--- src/design/kbsm_pkg.sv ---
// ----------------------------------------------------------------------------
// kbsm_pkg
// Types, reset values, constants and helpers for the knob and button controller.
// ----------------------------------------------------------------------------
`default_nettype none

package kbsm_pkg;

    // Configuration port
    localparam int unsigned CFG_INDEX_W = 8;
    localparam int unsigned CFG_DATA_W  = 16;

    localparam logic [CFG_INDEX_W-1:0] CFG_DEBOUNCE_MS    = 8'd0;
    localparam logic [CFG_INDEX_W-1:0] CFG_LONG_PRESS_MS  = 8'd1;
    localparam logic [CFG_INDEX_W-1:0] CFG_SETPOINT_MAX   = 8'd2;
    localparam logic [CFG_INDEX_W-1:0] CFG_ENCODER_NEGATE = 8'd3;

    // Register reset values
    localparam logic [9:0]  DEBOUNCE_MS_RST    = 10'd30;
    localparam logic [15:0] LONG_PRESS_MS_RST  = 16'd600;
    localparam logic [13:0] SETPOINT_MAX_RST   = 14'd3000;
    localparam logic        ENCODER_NEGATE_RST = 1'b1;

    // State reset values
    localparam logic [13:0] SETPOINT_RST = 14'd1250;
    localparam logic [1:0]  CURSOR_RST   = 2'd3;

    // Menu sizes
    localparam int unsigned MENU_ENTRIES_DEF = 4;
    localparam int unsigned SUBMENU_ROWS_DEF = 4;

    // Detent counts beyond this are saturated to it before scaling
    localparam logic signed [14:0] STEP_SAT = 15'sd10000;

    // Setpoint step of each cursor digit: tens, ones, tenths, hundredths
    localparam logic [10:0] DIGIT_WEIGHT [4] = '{11'd1000, 11'd100, 11'd10, 11'd1};

    // Event queue
    localparam int unsigned QUEUE_DEPTH = 2;

    typedef enum logic [1:0] {
        PG_READOUT  = 2'd0,
        PG_OVERVIEW = 2'd1,
        PG_SUBLIST  = 2'd2
    } t_page;

    // One classified poll, front to back
    typedef struct packed {
        logic                short_press;
        logic                long_press;
        logic                level;
        logic signed [30:0]  steps;
        logic signed [14:0]  sat_steps;
        logic [3:0]          ov_res;
        logic [3:0]          row_res;
    } t_event;

    // Residue of a signed detent count modulo a small constant n (1..16).
    // Sum per-bit residues of the weights, then fold with shifted copies of n.
    function automatic logic [3:0] step_residue(input logic [30:0] steps,
                                                input int unsigned n);
        logic [12:0] acc;
        logic [12:0] lim;
        logic [4:0]  nn;
        logic [4:0]  w;
        logic [4:0]  w_neg;
        nn  = 5'(n);
        acc = '0;
        w   = (nn == 5'd1) ? 5'd0 : 5'd1;
        for (int i = 0; i < 30; i++) begin
            if (steps[i]) begin
                acc = acc + 13'(w);
            end
            w = w << 1;
            if (w >= nn) begin
                w = w - nn;
            end
        end
        // sign bit carries weight -2^30
        w_neg = (w == 5'd0) ? 5'd0 : (nn - w);
        if (steps[30]) begin
            acc = acc + 13'(w_neg);
        end
        for (int k = 8; k >= 0; k--) begin
            lim = 13'(nn) << k;
            if (acc >= lim) begin
                acc = acc - lim;
            end
        end
        return acc[3:0];
    endfunction

endpackage

`default_nettype wire

--- src/design/knob_button_setpoint_menu_controller.sv ---
// ----------------------------------------------------------------------------
// knob_button_setpoint_menu_controller
// Rotary knob and long-press button front end for a setpoint and menu display.
// ----------------------------------------------------------------------------
// Usage:
//   Input channel (i_in_valid / o_in_stall) carries one poll per request: the
//   millisecond time, the raw button level and the raw quadrature count.
//   Output channel (o_out_valid / i_out_stall) returns exactly one result
//   request per poll, in order: page, cursor, setpoint, highlights, the press
//   flags of this poll, the detents applied and the debounced button level.
//   Config channel (i_cfg_valid / o_cfg_ready) writes one register per request;
//   o_cfg_ready is always high and unknown indexes are dropped. Write only
//   while no poll is in flight.
//   A poll passes through the intake register, the event queue and the result
//   register, in that order.
//   Throughput: one poll per cycle while the result side does not stall; the
//   queue lets intake and menu engine move apart.
//   Reset (synchronous, active low) restores register defaults, returns to
//   the main page on the hundredths digit at 12.50 V and empties the queue.
//   A stalled result is held; the queue and the intake register then take up
//   to three more polls before o_in_stall rises.
// ----------------------------------------------------------------------------
`default_nettype none

module knob_button_setpoint_menu_controller #(
    parameter int unsigned MENU_ENTRIES = kbsm_pkg::MENU_ENTRIES_DEF,
    parameter int unsigned SUBMENU_ROWS = kbsm_pkg::SUBMENU_ROWS_DEF
) (
    input  wire logic                                i_clk,
    input  wire logic                                i_rst_n,
    // poll requests
    input  wire logic                                i_in_valid,
    output logic                                     o_in_stall,
    input  wire logic [31:0]                         i_now_ms,
    input  wire logic                                i_button_pressed,
    input  wire logic signed [31:0]                  i_encoder_count,
    // result requests
    output logic                                     o_out_valid,
    input  wire logic                                i_out_stall,
    output logic [1:0]                               o_page,
    output logic [1:0]                               o_digit_cursor,
    output logic [13:0]                              o_setpoint_cv,
    output logic [1:0]                               o_overview_sel,
    output logic [1:0]                               o_open_submenu,
    output logic [1:0]                               o_submenu_row,
    output logic                                     o_short_press,
    output logic                                     o_long_press,
    output logic signed [30:0]                       o_detent_steps,
    output logic                                     o_button_debounced,
    // register writes
    input  wire logic                                i_cfg_valid,
    output logic                                     o_cfg_ready,
    input  wire logic [kbsm_pkg::CFG_INDEX_W-1:0]    i_cfg_index,
    input  wire logic [kbsm_pkg::CFG_DATA_W-1:0]     i_cfg_data
);

    // Configuration registers
    logic [9:0]  r_debounce_ms;
    logic [15:0] r_long_press_ms;
    logic [13:0] r_setpoint_max;
    logic        r_encoder_negate;

    // Intake to queue, queue to engine
    logic             front_valid, front_ready;
    kbsm_pkg::t_event front_ev;
    logic             back_valid, back_ready;
    kbsm_pkg::t_event back_ev;

    assign o_cfg_ready = 1'b1;

    // Take a write at once; drop indexes beyond the register list
    always_ff @(posedge i_clk) begin
        if (!i_rst_n) begin
            r_debounce_ms    <= kbsm_pkg::DEBOUNCE_MS_RST;
            r_long_press_ms  <= kbsm_pkg::LONG_PRESS_MS_RST;
            r_setpoint_max   <= kbsm_pkg::SETPOINT_MAX_RST;
            r_encoder_negate <= kbsm_pkg::ENCODER_NEGATE_RST;
        end else if (i_cfg_valid && o_cfg_ready) begin
            unique case (i_cfg_index)
                kbsm_pkg::CFG_DEBOUNCE_MS:    r_debounce_ms    <= i_cfg_data[9:0];
                kbsm_pkg::CFG_LONG_PRESS_MS:  r_long_press_ms  <= i_cfg_data[15:0];
                kbsm_pkg::CFG_SETPOINT_MAX:   r_setpoint_max   <= i_cfg_data[13:0];
                kbsm_pkg::CFG_ENCODER_NEGATE: r_encoder_negate <= i_cfg_data[0];
                default: begin
                end
            endcase
        end
    end

    // Intake: debounce, hold timing, detents; classify into events
    kbsm_front #(
        .MENU_ENTRIES (MENU_ENTRIES),
        .SUBMENU_ROWS (SUBMENU_ROWS)
    ) u_front (
        .i_clk            (i_clk),
        .i_rst_n          (i_rst_n),
        .i_in_valid       (i_in_valid),
        .o_in_stall       (o_in_stall),
        .i_now_ms         (i_now_ms),
        .i_button_pressed (i_button_pressed),
        .i_encoder_count  (i_encoder_count),
        .i_debounce_ms    (r_debounce_ms),
        .i_long_press_ms  (r_long_press_ms),
        .i_encoder_negate (r_encoder_negate),
        .o_ev_valid       (front_valid),
        .i_ev_ready       (front_ready),
        .o_ev             (front_ev)
    );

    // Decouple intake from the engine
    kbsm_queue u_queue (
        .i_clk        (i_clk),
        .i_rst_n      (i_rst_n),
        .i_push_valid (front_valid),
        .o_push_ready (front_ready),
        .i_push_data  (front_ev),
        .o_pop_valid  (back_valid),
        .i_pop_ready  (back_ready),
        .o_pop_data   (back_ev)
    );

    // Engine: apply press then rotation, hold the result register
    kbsm_back #(
        .MENU_ENTRIES (MENU_ENTRIES),
        .SUBMENU_ROWS (SUBMENU_ROWS)
    ) u_back (
        .i_clk              (i_clk),
        .i_rst_n            (i_rst_n),
        .i_ev_valid         (back_valid),
        .o_ev_ready         (back_ready),
        .i_ev               (back_ev),
        .i_setpoint_max     (r_setpoint_max),
        .o_out_valid        (o_out_valid),
        .i_out_stall        (i_out_stall),
        .o_page             (o_page),
        .o_digit_cursor     (o_digit_cursor),
        .o_setpoint_cv      (o_setpoint_cv),
        .o_overview_sel     (o_overview_sel),
        .o_open_submenu     (o_open_submenu),
        .o_submenu_row      (o_submenu_row),
        .o_short_press      (o_short_press),
        .o_long_press       (o_long_press),
        .o_detent_steps     (o_detent_steps),
        .o_button_debounced (o_button_debounced)
    );

endmodule

`default_nettype wire

--- src/design/kbsm_front.sv ---
// ----------------------------------------------------------------------------
// kbsm_front
// Poll intake: button debounce and long-press timing, detent accumulation.
// ----------------------------------------------------------------------------
`default_nettype none

module kbsm_front #(
    parameter int unsigned MENU_ENTRIES = kbsm_pkg::MENU_ENTRIES_DEF,
    parameter int unsigned SUBMENU_ROWS = kbsm_pkg::SUBMENU_ROWS_DEF
) (
    input  wire logic               i_clk,
    input  wire logic               i_rst_n,
    input  wire logic               i_in_valid,
    output logic                    o_in_stall,
    input  wire logic [31:0]        i_now_ms,
    input  wire logic               i_button_pressed,
    input  wire logic signed [31:0] i_encoder_count,
    input  wire logic [9:0]         i_debounce_ms,
    input  wire logic [15:0]        i_long_press_ms,
    input  wire logic               i_encoder_negate,
    output logic                    o_ev_valid,
    input  wire logic               i_ev_ready,
    output kbsm_pkg::t_event        o_ev
);

    logic               r_level, n_level;
    logic [31:0]        r_last_edge, n_last_edge;
    logic [31:0]        r_press_start, n_press_start;
    logic               r_long_done, n_long_done;
    logic [31:0]        r_prev_count;
    logic signed [2:0]  r_rem, n_rem;
    logic               r_ev_valid;
    logic               r_short, r_long, r_ev_level;
    logic signed [30:0] r_steps;

    logic               accept;
    logic [31:0]        edge_age, hold_age;
    logic               edge_take, long_mid, short_hit, long_hit;
    logic [31:0]        diff;
    logic signed [32:0] delta;
    logic signed [33:0] sum, sum_bias, quo, rem_full;

    assign o_in_stall = r_ev_valid && !i_ev_ready;
    assign accept     = i_in_valid && !o_in_stall;

    // Button: edge lockout, then hold timing against the updated press start
    always_comb begin
        edge_age      = i_now_ms - r_last_edge;
        edge_take     = (i_button_pressed != r_level) && (edge_age > 32'(i_debounce_ms));
        n_level       = edge_take ? i_button_pressed : r_level;
        n_last_edge   = edge_take ? i_now_ms : r_last_edge;
        n_press_start = (edge_take && i_button_pressed) ? i_now_ms : r_press_start;
        long_mid      = (edge_take && i_button_pressed) ? 1'b0 : r_long_done;
        short_hit     = edge_take && !i_button_pressed && !r_long_done;
        hold_age      = i_now_ms - n_press_start;
        long_hit      = n_level && !long_mid && (hold_age >= 32'(i_long_press_ms));
        n_long_done   = long_mid || long_hit;
    end

    // Encoder: signed delta, remainder kept, divide by four toward zero
    always_comb begin
        diff     = i_encoder_count - r_prev_count;
        delta    = {diff[31], diff};
        if (i_encoder_negate) begin
            delta = -delta;
        end
        sum      = 34'(delta) + 34'(r_rem);
        sum_bias = sum + (sum[33] ? 34'sd3 : 34'sd0);
        quo      = sum_bias >>> 2;
        rem_full = sum - (quo <<< 2);
        n_rem    = rem_full[2:0];
    end

    always_ff @(posedge i_clk) begin
        if (!i_rst_n) begin
            r_level       <= 1'b0;
            r_last_edge   <= '0;
            r_press_start <= '0;
            r_long_done   <= 1'b0;
            r_prev_count  <= '0;
            r_rem         <= '0;
            r_ev_valid    <= 1'b0;
        end else begin
            if (accept) begin
                r_level       <= n_level;
                r_last_edge   <= n_last_edge;
                r_press_start <= n_press_start;
                r_long_done   <= n_long_done;
                r_prev_count  <= i_encoder_count;
                r_rem         <= n_rem;
                r_ev_valid    <= 1'b1;
            end else if (i_ev_ready) begin
                r_ev_valid    <= 1'b0;
            end
        end
    end

    always_ff @(posedge i_clk) begin
        if (accept) begin
            r_short    <= short_hit;
            r_long     <= long_hit;
            r_ev_level <= n_level;
            r_steps    <= quo[30:0];
        end
    end

    // Classify: saturated steps for the setpoint, residues for the menus
    always_comb begin
        o_ev.short_press = r_short;
        o_ev.long_press  = r_long;
        o_ev.level       = r_ev_level;
        o_ev.steps       = r_steps;
        if (r_steps > 31'(kbsm_pkg::STEP_SAT)) begin
            o_ev.sat_steps = kbsm_pkg::STEP_SAT;
        end else if (r_steps < -31'(kbsm_pkg::STEP_SAT)) begin
            o_ev.sat_steps = -kbsm_pkg::STEP_SAT;
        end else begin
            o_ev.sat_steps = r_steps[14:0];
        end
        o_ev.ov_res  = kbsm_pkg::step_residue(r_steps, MENU_ENTRIES);
        o_ev.row_res = kbsm_pkg::step_residue(r_steps, SUBMENU_ROWS);
    end

    assign o_ev_valid = r_ev_valid;

endmodule

`default_nettype wire

--- src/design/kbsm_queue.sv ---
// ----------------------------------------------------------------------------
// kbsm_queue
// Short event queue between the intake and the menu engine.
// ----------------------------------------------------------------------------
`default_nettype none

module kbsm_queue (
    input  wire logic             i_clk,
    input  wire logic             i_rst_n,
    input  wire logic             i_push_valid,
    output logic                  o_push_ready,
    input  wire kbsm_pkg::t_event i_push_data,
    output logic                  o_pop_valid,
    input  wire logic             i_pop_ready,
    output kbsm_pkg::t_event      o_pop_data
);

    localparam int unsigned PTR_W = $clog2(kbsm_pkg::QUEUE_DEPTH);
    localparam int unsigned CNT_W = $clog2(kbsm_pkg::QUEUE_DEPTH + 1);
    localparam logic [CNT_W-1:0] FULL = CNT_W'(kbsm_pkg::QUEUE_DEPTH);

    kbsm_pkg::t_event r_q [kbsm_pkg::QUEUE_DEPTH];
    logic [PTR_W-1:0] r_wr, r_rd;
    logic [CNT_W-1:0] r_count;
    logic             push, pop;

    assign o_push_ready = (r_count != FULL);
    assign o_pop_valid  = (r_count != '0);
    assign push         = i_push_valid && o_push_ready;
    assign pop          = o_pop_valid && i_pop_ready;
    assign o_pop_data   = r_q[r_rd];

    always_ff @(posedge i_clk) begin
        if (!i_rst_n) begin
            r_wr    <= '0;
            r_rd    <= '0;
            r_count <= '0;
        end else begin
            if (push) begin
                r_wr <= r_wr + PTR_W'(1);
            end
            if (pop) begin
                r_rd <= r_rd + PTR_W'(1);
            end
            if (push && !pop) begin
                r_count <= r_count + CNT_W'(1);
            end else if (pop && !push) begin
                r_count <= r_count - CNT_W'(1);
            end
        end
    end

    always_ff @(posedge i_clk) begin
        if (push) begin
            r_q[r_wr] <= i_push_data;
        end
    end

endmodule

`default_nettype wire

--- src/design/kbsm_back.sv ---
// ----------------------------------------------------------------------------
// kbsm_back
// Menu engine: page machine, digit cursor, setpoint and highlights.
// ----------------------------------------------------------------------------
`default_nettype none

module kbsm_back #(
    parameter int unsigned MENU_ENTRIES = kbsm_pkg::MENU_ENTRIES_DEF,
    parameter int unsigned SUBMENU_ROWS = kbsm_pkg::SUBMENU_ROWS_DEF
) (
    input  wire logic               i_clk,
    input  wire logic               i_rst_n,
    input  wire logic               i_ev_valid,
    output logic                    o_ev_ready,
    input  wire kbsm_pkg::t_event   i_ev,
    input  wire logic [13:0]        i_setpoint_max,
    output logic                    o_out_valid,
    input  wire logic               i_out_stall,
    output logic [1:0]              o_page,
    output logic [1:0]              o_digit_cursor,
    output logic [13:0]             o_setpoint_cv,
    output logic [1:0]              o_overview_sel,
    output logic [1:0]              o_open_submenu,
    output logic [1:0]              o_submenu_row,
    output logic                    o_short_press,
    output logic                    o_long_press,
    output logic signed [30:0]      o_detent_steps,
    output logic                    o_button_debounced
);

    localparam logic [4:0] MENU_N = 5'(MENU_ENTRIES);
    localparam logic [4:0] ROWS_N = 5'(SUBMENU_ROWS);

    kbsm_pkg::t_page    r_page, n_page;
    logic [1:0]         r_cursor, n_cursor;
    logic [13:0]        r_setpoint, n_setpoint;
    logic [3:0]         r_ov, n_ov;
    logic [3:0]         r_sub, n_sub;
    logic [3:0]         r_row, n_row;
    logic               r_out_valid;
    logic               r_short, r_long, r_level;
    logic signed [30:0] r_steps;

    logic               pop;
    logic signed [26:0] sp_prod;
    logic signed [27:0] sp_sum;
    logic [4:0]         ov_sum, row_sum;

    assign o_ev_ready = !r_out_valid || !i_out_stall;
    assign pop        = i_ev_valid && o_ev_ready;

    // Button first, rotation after, as one poll
    always_comb begin
        n_page     = r_page;
        n_cursor   = r_cursor;
        n_setpoint = r_setpoint;
        n_ov       = r_ov;
        n_sub      = r_sub;
        n_row      = r_row;
        sp_prod    = '0;
        sp_sum     = '0;
        ov_sum     = '0;
        row_sum    = '0;

        if (i_ev.short_press) begin
            unique case (n_page)
                kbsm_pkg::PG_READOUT: begin
                    n_cursor = n_cursor + 2'd1;
                end
                kbsm_pkg::PG_OVERVIEW: begin
                    n_sub  = n_ov;
                    n_row  = '0;
                    n_page = kbsm_pkg::PG_SUBLIST;
                end
                default: begin
                end
            endcase
        end

        if (i_ev.long_press) begin
            unique case (n_page)
                kbsm_pkg::PG_READOUT: begin
                    n_ov   = '0;
                    n_page = kbsm_pkg::PG_OVERVIEW;
                end
                kbsm_pkg::PG_OVERVIEW: begin
                    n_page = kbsm_pkg::PG_READOUT;
                end
                default: begin
                    n_page = kbsm_pkg::PG_OVERVIEW;
                end
            endcase
        end

        if (i_ev.steps != '0) begin
            unique case (n_page)
                kbsm_pkg::PG_READOUT: begin
                    sp_prod = 27'(i_ev.sat_steps)
                            * 27'($signed({1'b0, kbsm_pkg::DIGIT_WEIGHT[n_cursor]}));
                    sp_sum  = 28'($signed({1'b0, n_setpoint})) + 28'(sp_prod);
                    if (sp_sum[27]) begin
                        n_setpoint = '0;
                    end else if (sp_sum > 28'($signed({1'b0, i_setpoint_max}))) begin
                        n_setpoint = i_setpoint_max;
                    end else begin
                        n_setpoint = sp_sum[13:0];
                    end
                end
                kbsm_pkg::PG_OVERVIEW: begin
                    ov_sum = {1'b0, n_ov} + {1'b0, i_ev.ov_res};
                    if (ov_sum >= MENU_N) begin
                        ov_sum = ov_sum - MENU_N;
                    end
                    n_ov = ov_sum[3:0];
                end
                default: begin
                    row_sum = {1'b0, n_row} + {1'b0, i_ev.row_res};
                    if (row_sum >= ROWS_N) begin
                        row_sum = row_sum - ROWS_N;
                    end
                    n_row = row_sum[3:0];
                end
            endcase
        end
    end

    always_ff @(posedge i_clk) begin
        if (!i_rst_n) begin
            r_page      <= kbsm_pkg::PG_READOUT;
            r_cursor    <= kbsm_pkg::CURSOR_RST;
            r_setpoint  <= kbsm_pkg::SETPOINT_RST;
            r_ov        <= '0;
            r_sub       <= '0;
            r_row       <= '0;
            r_out_valid <= 1'b0;
        end else begin
            if (pop) begin
                r_page      <= n_page;
                r_cursor    <= n_cursor;
                r_setpoint  <= n_setpoint;
                r_ov        <= n_ov;
                r_sub       <= n_sub;
                r_row       <= n_row;
                r_out_valid <= 1'b1;
            end else if (!i_out_stall) begin
                r_out_valid <= 1'b0;
            end
        end
    end

    always_ff @(posedge i_clk) begin
        if (pop) begin
            r_short <= i_ev.short_press;
            r_long  <= i_ev.long_press;
            r_level <= i_ev.level;
            r_steps <= i_ev.steps;
        end
    end

    assign o_out_valid        = r_out_valid;
    assign o_page             = r_page;
    assign o_digit_cursor     = r_cursor;
    assign o_setpoint_cv      = r_setpoint;
    assign o_overview_sel     = r_ov[1:0];
    assign o_open_submenu     = r_sub[1:0];
    assign o_submenu_row      = r_row[1:0];
    assign o_short_press      = r_short;
    assign o_long_press       = r_long;
    assign o_detent_steps     = r_steps;
    assign o_button_debounced = r_level;

endmodule

`default_nettype wire

--- config.mk ---
export PLATFORM = sky130hd
export DESIGN_NAME = knob_button_setpoint_menu_controller
export DESIGN_NICKNAME = d
export VERILOG_FILES = /design/src/design/kbsm_pkg.sv /design/src/design/knob_button_setpoint_menu_controller.sv /design/src/design/kbsm_front.sv /design/src/design/kbsm_queue.sv /design/src/design/kbsm_back.sv
export SDC_FILE = /design/constraint.sdc
export NUM_CORES = 1
export LEC_CHECK = 0
export ABC_CLOCK_PERIOD_IN_PS = 24000
export BUFFER_PORTS_ARGS = -buffer_cell sky130_fd_sc_hd__buf_2
export CORE_MARGIN = 8
export CORE_UTILIZATION = 50
export DETAILED_ROUTE_END_ITERATION = 10
export PLACE_DENSITY_LB_ADDON = 0.2
export REMOVE_ABC_BUFFERS = 1
export SYNTH_ARGS = -nofsm -noshare
export SYNTH_HDL_FRONTEND = slang
export SYNTH_SLANG_ARGS = --single-unit
--- constraint.sdc ---
create_clock -name i_clk -period 24 [get_ports i_clk]
set_input_delay 7.2 -clock i_clk [delete_from_list [all_inputs] [get_ports i_clk]]
set_output_delay 7.2 -clock i_clk [all_outputs]
set_load 0.02 [all_outputs]
==> flow_summary.toml, run 1 <==
[run_status]
status = "finished clean"

[cts]
hold_buffers = 0
h-tree-depth = 2
ctsResizeCount = 0
cts_setup_buffers = 0
cts_buffers = 40
clk_pin_slew_worst_paths_ps = 60
clock-sinks = 339
clockRootBuffer = "clkbuf_16"
clk_path_buf_depth = 3
cts_tree = "done"
clkLatencyLatePin_ps = 580

[floorplanning]
io_pins = 155
start_util = 0.505
rows = 86
die_w_um = 252
fp.dieH_um = 252
core_mm2 = 0.0550
die_area_mm2 = 0.0634

[sta]
rsz0062_at_grt = "false"
final_max_slew_viol_count = 0
max_slew.worst_pin.slew_ps = 1200
final_hold_viol_count = 0
fin_crit_sh = 0.691
fin_setup_tns_ps = 0
finalClockSkew_ps = 23.3
fmax_mhz = 60.3
setup_viol = 0
maxSlewHeadroom = 0.197
fin_crit_ps = 16570

[final_layout]
final_core_util = 0.556
final_cells = 3968
nNetsFinal = 3664
fillers = 5016
design_area_mm2 = 0.0306
area_delta_synth_final_pct = 10.0
drive_gt1_frac = 0.0997

[route]
routedWlPerCell_um = 17.9
drt_iter0_markers = 1489
via_count = 22200
ant_nets = 0
drt_wl_total_um = 71000
vias_per_cell = 5.60
post-route-drc-count = 0
dr.pass1.iters = 5

[global_route]
grtUsageTotal = 0.220
grt_antenna_before_repair = 3
grt_pass1_vias = 22100
top_usage_layer = "met2"
use_met3 = 0.0314
overflow = 0
grt_max_degree = 84
grt_use_met2 = 0.368
grt_use_met1 = 0.292
grt_pass1_wl_um = 115000

[critical_path]
critPathRequiredTime_ps = 24310
crit_arrival_ps = 16880
crit_top_cell = "a21oi_1"
critPathMaxFanout = 34
rr_endpoint = "u_back.o_setpoint_cv[2]"
max_stage_delay_ps = 490
endpoint_kind = "flop"
ff2ff_setup_slack_ps = 13180
cp_top_family = "compound AO/OA/AOI/OAI gates"
reg2reg_depth = 35
cpMaxStageDelayCell = "buf_4"
timing.critical_path.buf_inv = 3
critical_path_class = "in2reg"
worstSetupStartpointType = "primary input"

[synth]
syn_area_mm2 = 0.0278
synth_ff_type = "dfxtp_1"
ys_top_cells_by_area = "edfxtp_1 (18%), dfxtp_1 (12%), ha_1 (11%), fa_1 (9.6%), inv_1 (4.6%)"
synthArstFlopShare = 0
syn_area_per_cell_um2 = 9.03
ys_seq_area_frac = 0.304
synth.top_cell.area_share = 0.179
syn_inst = 3077
synth_edf_count = 166
yosysUniqueCellTypes = 94
ys_seq_elements = 339
yosysTopAreaCell = "edfxtp_1"
synth_warnings = 0

[job]
max-cap-violations = 0

[placed_design]
dp_hpwl_um = 56100
io_buffers = 153
place_congestion = 0.906
dpl-instance-area_mm2 = 0.0292
dpl.cell_count = 3894

[hold_path]
hold_depth = 0
hp-start = "u_front.r_short"
min_path_type = "reg2reg"
hold_end = "u_queue.r_q[0][56]"
==> synthesized netlist by cell type, types with 74 or more instances <==
| cell type | count |
|---|---|
| inv_1 | 339 |
| nand2_1 | 304 |
| ha_1 | 249 |
| nor2_1 | 239 |
| a21oi_1 | 219 |
| dfxtp_1 | 173 |
| edfxtp_1 | 166 |
| fa_1 | 133 |
| mux2i_1 | 121 |
| xnor2_1 | 117 |
| o21ai_0 | 99 |
| clkbuf_1 | 85 |
| nor3_1 | 74 |
==> metal layers <==
metal | part of all wire | vias up | wire, µm
met5 | 0.00025 | - | 18
met4 | 0.029 | 4 | 2050
met3 | 0.044 | 100 | 3110
met2 | 0.46 | 434 | 32800
met1 | 0.46 | 10700 | 33000
li1 | - | 11000 | -
==> through the flow <==
| stage | setup WS [ps] | hold WS [ps] |
|---|---|---|
| finish | 7430 | 451 |
| global placement | 7310 | 423 |
| detailed placement | 6870 | 430 |
| floorplan | 7790 | 421 |
| CTS | 7460 | 448 |
| global route | 6640 | 466 |
==> cell families (layout without fill, tap and decap cells) <==
family,count (synthesis),after routing,share of synthesized area
and+or+nand+nor,912,912,0.155
AOI/OAI and AO/OA,662,662,0.154
buffers and inverters,440,582,0.0604
adders and majority gates,384,384,0.209
DFF,339,339,0.304
xor gates and xnor gates,176,176,0.0560
muxes,163,163,0.0610
other,1,2,0.000135
==> registers in the layout, indices dropped and copies added (netlist names), 10 cells and up, named ones only <==
signal / flops
u_queue.r_q: 98
r_long_press_ms: 16
u_front.r_prev_count: 32
r_debounce_ms: 10
u_front.r_press_start: 32
u_back.o_setpoint_cv: 14
u_front.r_steps: 31
u_front.r_last_edge: 32
r_setpoint_max: 14
u_back.o_detent_steps: 31
==> how the worst max path moves through the flow <==
stage	cells after the start	startpoint	endpoint
after CTS	47	i_now_ms[0]	u_front.r_long
after global routing	47	i_now_ms[0]	u_front.r_long
after global placement	47	i_now_ms[0]	u_front.r_long
after detailed placement	47	i_now_ms[0]	u_front.r_long
final	47	i_now_ms[0]	u_front.r_long
after floorplan	44	i_now_ms[0]	u_front.r_long
==> layout make-up <==
class                           instances  area [µm²]  area share
Multi-Input combinational cell       2298       17700       0.579
Antenna cell                            1        2.50   0.0000819
Clock buffer                           59        1120      0.0367
Inverter                              340        1280      0.0419
Clock inverter                         14         198     0.00647
Sequential cell                       339        8450       0.276
Timing Repair Buffer                  169         886      0.0290
Tap cell                              748         936      0.0306
==> cells in the final DEF (no fill, tap or decap), drive strengths merged, types with 22 or more instances in the layout <==
cell and n:
buf 169, mux2 41, a21oi 220, fa 133, o21ai 117, clkbuf 59, mux2i 122, dfxtp 173
and2 26, nand3 52, nor3 74, or3 26, and3 22, a211oi 48, a21o 61, ha 249
edfxtp 166, nor2b 26, o211ai 41, nand4 34, nand2b 32, xnor2 117, nor2 239, nand2 305
xor2 58, inv 341
Power of run 1 is left out: the tool's default activity adds up to more than one toggle a clock period on the data nets, which glitch-free logic cannot reach.
==> inputs of run 2 (changes only) <==
ABC_AREA = 1   (was unset)
ABC_CLOCK_PERIOD_IN_PS = 15660   (was 24000)
clock period = 15.66 ns   (was 24 ns; I/O delays follow)
==> run 2 against run 1 <==
  * First-iteration DRC count increased by 1.1%
  * Sequential share of layout area decreased by 0.73 points
  * Critical path depth grew 11
  * Design area increased by 2.7%
  * Clock-buffer cell count is 13 lower
  * Clock skew fell by 4.0 ps
  * Largest cell class unchanged
==> flow_summary.toml, run 2 <==
[route]
ant_nets = 0
dr.pass1.iters = 7
drt_iter0_markers = 1505
drt_wl_total_um = 70900
via_count = 23800
post-route-drc-count = 0
routedWlPerCell_um = 15.3
vias_per_cell = 5.13

[cts]
clock-sinks = 339
cts_setup_buffers = 0
hold_buffers = 0
clk_pin_slew_worst_paths_ps = 70
h-tree-depth = 2
clk_path_buf_depth = 3
cts_buffers = 42
cts_tree = "done"
clockRootBuffer = "clkbuf_16"
clkLatencyLatePin_ps = 580
ctsResizeCount = 0

[synth]
yosysUniqueCellTypes = 65
synth.top_cell.area_share = 0.175
synthArstFlopShare = 0
ys_seq_area_frac = 0.297
yosysTopAreaCell = "edfxtp_1"
synthTopCellsByCount = "nand2_1 (735), inv_1 (700), a21oi_1 (315), nor2_1 (284), ha_1 (249)"
syn_area_per_cell_um2 = 7.67
ys_seq_elements = 339
syn_area_mm2 = 0.0285
synth_ff_type = "dfxtp_1"
synth_warnings = 0
synth_edf_count = 166
ys_top_cells_by_area = "edfxtp_1 (18%), dfxtp_1 (12%), ha_1 (11%), nand2_1 (9.7%), fa_1 (9.4%)"
yosysMostFrequentCell = "nand2_1"
syn_inst = 3714

[final_layout]
largest_register = "u_queue.r_q"
fillers = 5503
final_common_cell = "nand2_1"
largest_register_ffs = 98
final_cells = 4635
nNetsFinal = 4322
design_area_mm2 = 0.0314
mostFrequentLayoutCells = "nand2_1 (733), inv_1 (698), a21oi_1 (315), nor2_1 (282), ha_1 (249)"
area_delta_synth_final_pct = 10.3
drive_gt1_frac = 0.0872

[floorplanning]
die_w_um = 255
core_mm2 = 0.0564
die_area_mm2 = 0.0648
io_pins = 155
fp.dieH_um = 255
rows = 87
start_util = 0.505

[job]
max-cap-violations = 0

[global_route]
grt_antenna_before_repair = 1
grtUsageTotal = 0.217
grt_pass1_wl_um = 115000
grt_max_degree = 69
overflow = 0
grt_pass1_vias = 22700

[placed_design]
dpl-instance-area_mm2 = 0.0300
dpl.cell_count = 4558
place_congestion = 0.929
pre_cts_slack_ps = 3740
io_buffers = 153
dp_hpwl_um = 56900

[critical_path]
endpoint_kind = "flop"
critical_path_class = "in2reg"
worstSetupStartpointType = "primary input"
critPathRequiredTime_ps = 15970
critPathMaxFanout = 5
cpMaxStageDelayCell = "fa_1"
max_stage_delay_ps = 390
startpoint = "i_encoder_count[0]"
crit_arrival_ps = 11630
crit_top_cell = "nand2_1"

[sta]
maxSlewHeadroom = 0.319
final_hold_viol_count = 0
finalClockSkew_ps = 19.3
fin_setup_tns_ps = 0
max_slew.worst_pin.slew_ps = 1020
fmax_mhz = 88.3
fin_crit_sh = 0.723
rsz0062_at_grt = "false"
worst_slack_ps = 4340
fin_crit_ps = 11320
setup_viol = 0
final_max_slew_viol_count = 0

[hold_path]
hp-start = "u_queue.r_rd"
min_path_type = "reg2reg"

[run_status]
status = "finished clean"
-- run 2: cell types whose count changed after synthesis, sizes merged, moves of 56 or more --
cell / change
xor2: +58
a21oi: +101
o21ai: +134
nand3: +70
xnor2: -74
nor2: +61
inv: +364
mux2i: -92
a21o: -56
nand2: +447
-- run 2: per-stage QoR --
step	utilization	hold WS [ps]
floorplan	-	421
global placement	0.532	435
detailed placement	0.532	438
CTS	0.557	443
global route	0.557	455
finish	0.557	442
-- run 2: layer usage --
layer	vias to the layer above	global-route usage	part of all wire
met4	0	0.0551	0.024
met5	-	0	0
met1	10900	0.303	0.47
met3	102	0.0272	0.053
met2	477	0.356	0.45
li1	12300	-	-
-- run 2: path summary, 6_finish.rpt --
check / end / slack [ps] / depth (start not counted)
worst max-delay path: u_front.r_steps[27] / 4340 / 58
worst min-delay path: flop / 440 / 1
worst min register to register: flop / 440 / 1
worst max register to register: u_back.o_setpoint_cv[0] / 5850 / 38
-- run 2: cells by family (layout without fill, tap and decap cells) --
family,Yosys count,in the layout,synth area share
DFF,339,339,0.297
adders and majority gates,382,382,0.203
AOI/OAI and AO/OA,684,684,0.133
other,1,2,0.000132
and+or+nand+nor,1338,1338,0.203
xor gates and xnor gates,159,159,0.0494
buffers and inverters,781,945,0.104
muxes,30,30,0.0105
-- run 2: area by class of cell --
cell class,count,area (µm²),share of cell area
Antenna cell,1,2.50,0.0000797
Clock buffer,46,1090,0.0346
Sequential cell,339,8450,0.269
Clock inverter,30,338,0.0108
Tap cell,756,946,0.0301
Inverter,704,2640,0.0842
Multi-Input combinational cell,2594,17100,0.544
Timing Repair Buffer,165,858,0.0273
-- run 2: worst max-delay path, delay by kind of cell --
kind                     cells  cell delay (ps)
AO/OA/AOI/OAI                7             1060
XOR/XNOR                     2              400
adder cells (fa/ha/maj)      4             1190
buffers and inverters        8              740
AND/OR/NAND/NOR             37             3530
Power of run 2 is left out for the same reason.
